<file path="src/hdl/trc_pkg.sv">
// Shared types and constants of the triangle rectangle clipper.
// No dependencies; used by the interfaces, the divider and the top level.
`timescale 1ns / 1ps
package trc_pkg;

  localparam int XY_W   = 20;  // x, y: signed, 4 fraction bits
  localparam int AT_W   = 17;  // z, rhw, u, v: unsigned, 16 fraction bits
  localparam int COL_W  = 32;  // packed ARGB
  localparam int VN_W   = 3;   // vertex number in the emitted polygon
  localparam int CFG_AW = 4;   // byte address of four 32-bit registers
  localparam int CFG_DW = 32;

  localparam int POLY_SLOTS_DEF = 8;
  localparam int MAX_EMIT       = 7;

  // Crossing point arithmetic
  localparam int NUM_W  = 20;             // clamped numerator and denominator
  localparam int VAL_W  = 22;             // attribute value, signed
  localparam int PROD_W = NUM_W + 1 + VAL_W;
  localparam int DVS_W  = 22;             // divisor width (2*den for color)
  localparam int Q_W    = 22;             // quotient bits produced
  localparam int DVD_W  = DVS_W + Q_W;    // dividend width

  localparam logic [1:0] REG_LEFT   = 2'd0;
  localparam logic [1:0] REG_TOP    = 2'd1;
  localparam logic [1:0] REG_RIGHT  = 2'd2;
  localparam logic [1:0] REG_BOTTOM = 2'd3;

  typedef struct packed {
    logic signed [XY_W-1:0] x;
    logic signed [XY_W-1:0] y;
    logic [AT_W-1:0]        z;
    logic [AT_W-1:0]        w;
    logic [AT_W-1:0]        u;
    logic [AT_W-1:0]        v;
    logic [COL_W-1:0]       col;
  } vtx_t;

endpackage

</file>
<file path="src/hdl/trc_div.sv">
// Radix-2 restoring divider, one quotient bit per cycle, floor rounding.
// Depends on trc_pkg for widths.
`timescale 1ns / 1ps
module trc_div (
  input  logic                             clk,
  input  logic                             rst_n,
  input  logic                             start,
  input  logic signed [trc_pkg::DVD_W-1:0] dividend,
  input  logic [trc_pkg::DVS_W-1:0]        divisor,
  output logic                             done,
  output logic signed [trc_pkg::Q_W:0]     quo
);
  import trc_pkg::*;

  localparam int CNT_W = $clog2(Q_W + 1);

  logic [DVS_W-1:0] rem_r;
  logic [Q_W-1:0]   sh_r;
  logic [DVS_W-1:0] div_r;
  logic             neg_r;
  logic             busy_r;
  logic             done_r;
  logic [CNT_W-1:0] cnt_r;

  logic [DVD_W-1:0] mag;
  logic [DVS_W:0]   rem2;
  logic             ge;
  logic [DVS_W:0]   rem_sub;
  logic [Q_W:0]     qmag;

  assign mag     = dividend[DVD_W-1] ? DVD_W'(-dividend) : DVD_W'(dividend);
  assign rem2    = {rem_r, sh_r[Q_W-1]};
  assign ge      = rem2 >= {1'b0, div_r};
  assign rem_sub = rem2 - {1'b0, div_r};
  // magnitude quotient; a negative dividend with a remainder rounds one further down
  assign qmag    = {1'b0, sh_r} + (Q_W+1)'(rem_r != '0 && neg_r);
  assign quo     = neg_r ? $signed(-qmag) : $signed(qmag);
  assign done    = done_r;

  always_ff @(posedge clk) begin
    if (!rst_n) begin
      busy_r <= 1'b0;
      done_r <= 1'b0;
      cnt_r  <= '0;
    end else begin
      done_r <= !start && busy_r && (cnt_r == CNT_W'(1));
      if (start) begin
        neg_r  <= dividend[DVD_W-1];
        rem_r  <= mag[DVD_W-1:Q_W];  // below divisor since the quotient fits Q_W bits
        sh_r   <= mag[Q_W-1:0];
        div_r  <= divisor;
        cnt_r  <= CNT_W'(Q_W);
        busy_r <= 1'b1;
      end else if (busy_r) begin
        rem_r <= ge ? rem_sub[DVS_W-1:0] : rem2[DVS_W-1:0];
        sh_r  <= {sh_r[Q_W-2:0], ge};
        cnt_r <= cnt_r - CNT_W'(1);
        if (cnt_r == CNT_W'(1)) begin
          busy_r <= 1'b0;
        end
      end
    end
  end
endmodule

</file>
<file path="config.mk">
export PLATFORM = sky130hd
export DESIGN_NAME = trc_div
export DESIGN_NICKNAME = d
export VERILOG_FILES = /design/src/hdl/trc_pkg.sv /design/src/hdl/trc_div.sv
export SDC_FILE = /design/constraint.sdc
export NUM_CORES = 1
export LEC_CHECK = 0
export ABC_AREA = 0
export BUFFER_PORTS_ARGS = -buffer_cell sky130_fd_sc_hd__buf_2
export CAP_MARGIN = 20
export CORE_MARGIN = 5
export CORE_UTILIZATION = 65
export CTS_BUF_LIST = sky130_fd_sc_hd__clkbuf_8
export DETAILED_ROUTE_END_ITERATION = 16
export PLACE_DENSITY_LB_ADDON = 0.15
export SETUP_SLACK_MARGIN = 0.05
export SLEW_MARGIN = 20
export SYNTH_ARGS = -nofsm -noshare
export SYNTH_HDL_FRONTEND = slang
export SYNTH_SLANG_ARGS = --single-unit
</file>
<file path="constraint.sdc">
create_clock -name clk -period 9.35 [get_ports clk]
set_input_delay 0.935 -clock clk [delete_from_list [all_inputs] [get_ports clk]]
set_output_delay 0.935 -clock clk [all_outputs]
set_load 0.005 [all_outputs]
</file>
==> reports/metrics.csv <==
metric;value;unit
status;complete, no violations;
cts.path.max_buffers;2;
async_flop_share;0;%
setup_tns;0;ns
die_x;112.6;µm
nets;957;
path_max_fanout;10;
fin_crit_sh;60.95;%
grt_pass1_vias;6292;
setup_slack;3.652;ns
irDropWorstVdd;80.84;µV
postRouteWirelength;18.85;mm
antenna_cells;0;
dr.first_iter.drc_count;674;
synth_area;6848;µm²
syn_area_per_cell;8.528;µm²
ys_ff_latch;74;
die_h;112.6;µm
drc;0;
rows;37;
critPathBufInv;1;
grt_pass1_wl;30.60;mm
ios;93;
clock_latency;0.37;ns
finalSetupViolCount;0;
synth_edf_count;67;
postCtsSetupRepairBufs;0;
synth_top_area_share;29.38;%
synth_common_cells;nor2_1, edfxtp_1, nand2_1, xnor2_1, a21oi_1;
skew;0.006664;ns
syn_nets;901;
cts_resized;0;
cts_made_buffers;9;
drt.antenna.violating_nets;0;
leakage;0.002832;µW
yosysSeqAreaShare;31.43;%
synth_cells;803;
syn_to_final_growth;9.245;%
ys_types;76;
grt_max_degree;71;
pre_cts_ws;4.098;ns
cp.arrival;4.76;ns
crit_path_cell_trace;nor4_1 > nand4_1 > nor4_1 > nor2_1 > ha_1 > ha_1 > nor2_1 > a21oi_1 > a2bb2oi_1 > a2111oi_0 > or4b_2 > a211oi_1 > xor2_1 > buf_2;
slowest_delay;0.72;ns
netlist_top_cells_area;edfxtp_1, xnor2_1, ha_1, xor2_1, nor2_1;
clock_sinks;74;
maxSlewViolCount;0;
hold_viol;0;
wl_per_cell;18.85;µm
period_minus_slack;5.698;ns
first_pass_iters;6;
cts_hold_buffers;0;
worst_pin_slew;0.9705;ns
overflow;0;
cts_tree;done;
powerDensity;145.5;nW/µm²
hpwl;14.00;mm
start_kind;flop;
rsz0062_at_grt;no;
crit_type;reg -> out;
drive_gt1_share;15.63;%
core_area;10320;µm²
gp_congestion;0.9635;
htree_levels;3;
port_buffers;92;
vias;6595;
cts.clk_slew.worst_paths;0.08;ns
p_total;1089;µW
antenna_found_initial;0;
die_area;12690;µm²
vias_per_cell;6.595;
crit_slowest_cell;or4b_2;
grt_usage;29.41;%
initial_core_util;66.33;%
endpoint_kind;primary output;
synth_ff_type;edfxtp_1;
cts-root-buf;clkbuf_8;
ys.warnings.count;0;
max_cap_violations;0;
fmax;175.5;MHz
required;8.42;ns
critical_path.top_delay_family;simple AND/OR/NAND/NOR gates;
maxSlewHeadroom;34.90;%
synthMostInstantiatedCell;nor2_1;
hold_path.class;reg -> reg;
synth_largest_area_cell;edfxtp_1;
==> worst paths after layout <==
check        startpoint  cells after the start  slack, ns         to
min reg2reg    cnt_r[3]                      1       0.54       done
min            cnt_r[3]                      1       0.54       done
max           rem_r[18]                     14       3.65    quo[21]
max reg2reg    rem_r[7]                      8       5.24  rem_r[17]
==> cells by family (layout without fill, tap and decap cells) <==
kind of cell,count (synthesis),in the layout,share of synthesized area (%)
AOI/OAI and AO/OA,218,218,21.89
xor gates and xnor gates,91,91,11.64
adders and majority gates,29,29,5.408
buffers and inverters,93,154,5.828
DFF,74,74,31.43
muxes,10,10,1.553
and+or+nand+nor,288,288,22.25
==> report_power, final <==
| group | internal (µW) | total [µW] | switching (µW) | leakage (µW) |
|---|---|---|---|---|
| clock network | 136 | 267 | 130 | 0.000103 |
| logic | 158 | 390 | 232 | 0.00204 |
| registers | 400 | 432 | 32.1 | 0.000690 |
| total | 694 | 1090 | 394 | 0.00283 |
==> per-layer routing <==
layer	track usage [%]	routed length, µm
met2	50.67	9280
met4	11.78	552
met1	36.54	7540
met3	5.013	1475
met5	0	0
==> placed cells by master, fill, tap and decap left out, types with 17 or more instances in the layout <==
cell type and count:
edfxtp_1 67, o21ai_0 40, buf_2 92, nor2_1 72, o211ai_1 18, o31ai_1 17, xor2_1 40, inv_1 44
nand2_1 51, ha_1 28, a21oi_1 45, nand3_1 29, nor3_1 19, xnor2_1 51
==> sequential cells by signal, summed over array words and instances (netlist names) <==
register / flops
cnt_r: 5
div_r: 22
busy_r: 1
neg_r: 1
sh_r: 22
done: 1
rem_r: 22
==> stage by stage <==
step	std cells	hold WS [ns]	cell area, µm²	utilization [%]
3_5_place_dp	984	0.5181	7268	70.40
6_report	1000	0.5429	7481	72.46
3_3_place_gp	984	0.4952	7268	70.40
2_1_floorplan	803	0.4648	6848	-
5_1_grt	1000	0.5590	7481	72.46
4_1_cts	1000	0.5346	7473	72.39
==> final cells by class <==
cell class                      count  area [µm²]
Fill cell                         822        2843
Tap cell                          136       170.2
Multi-Input combinational cell    636        4313
Timing Repair Buffer               94       475.5
Clock inverter                      5       53.80
Sequential cell                    74        2152
Inverter                           44       165.2
Clock buffer                       11       151.4
Note: power is estimated with default switching activity, not from simulation.
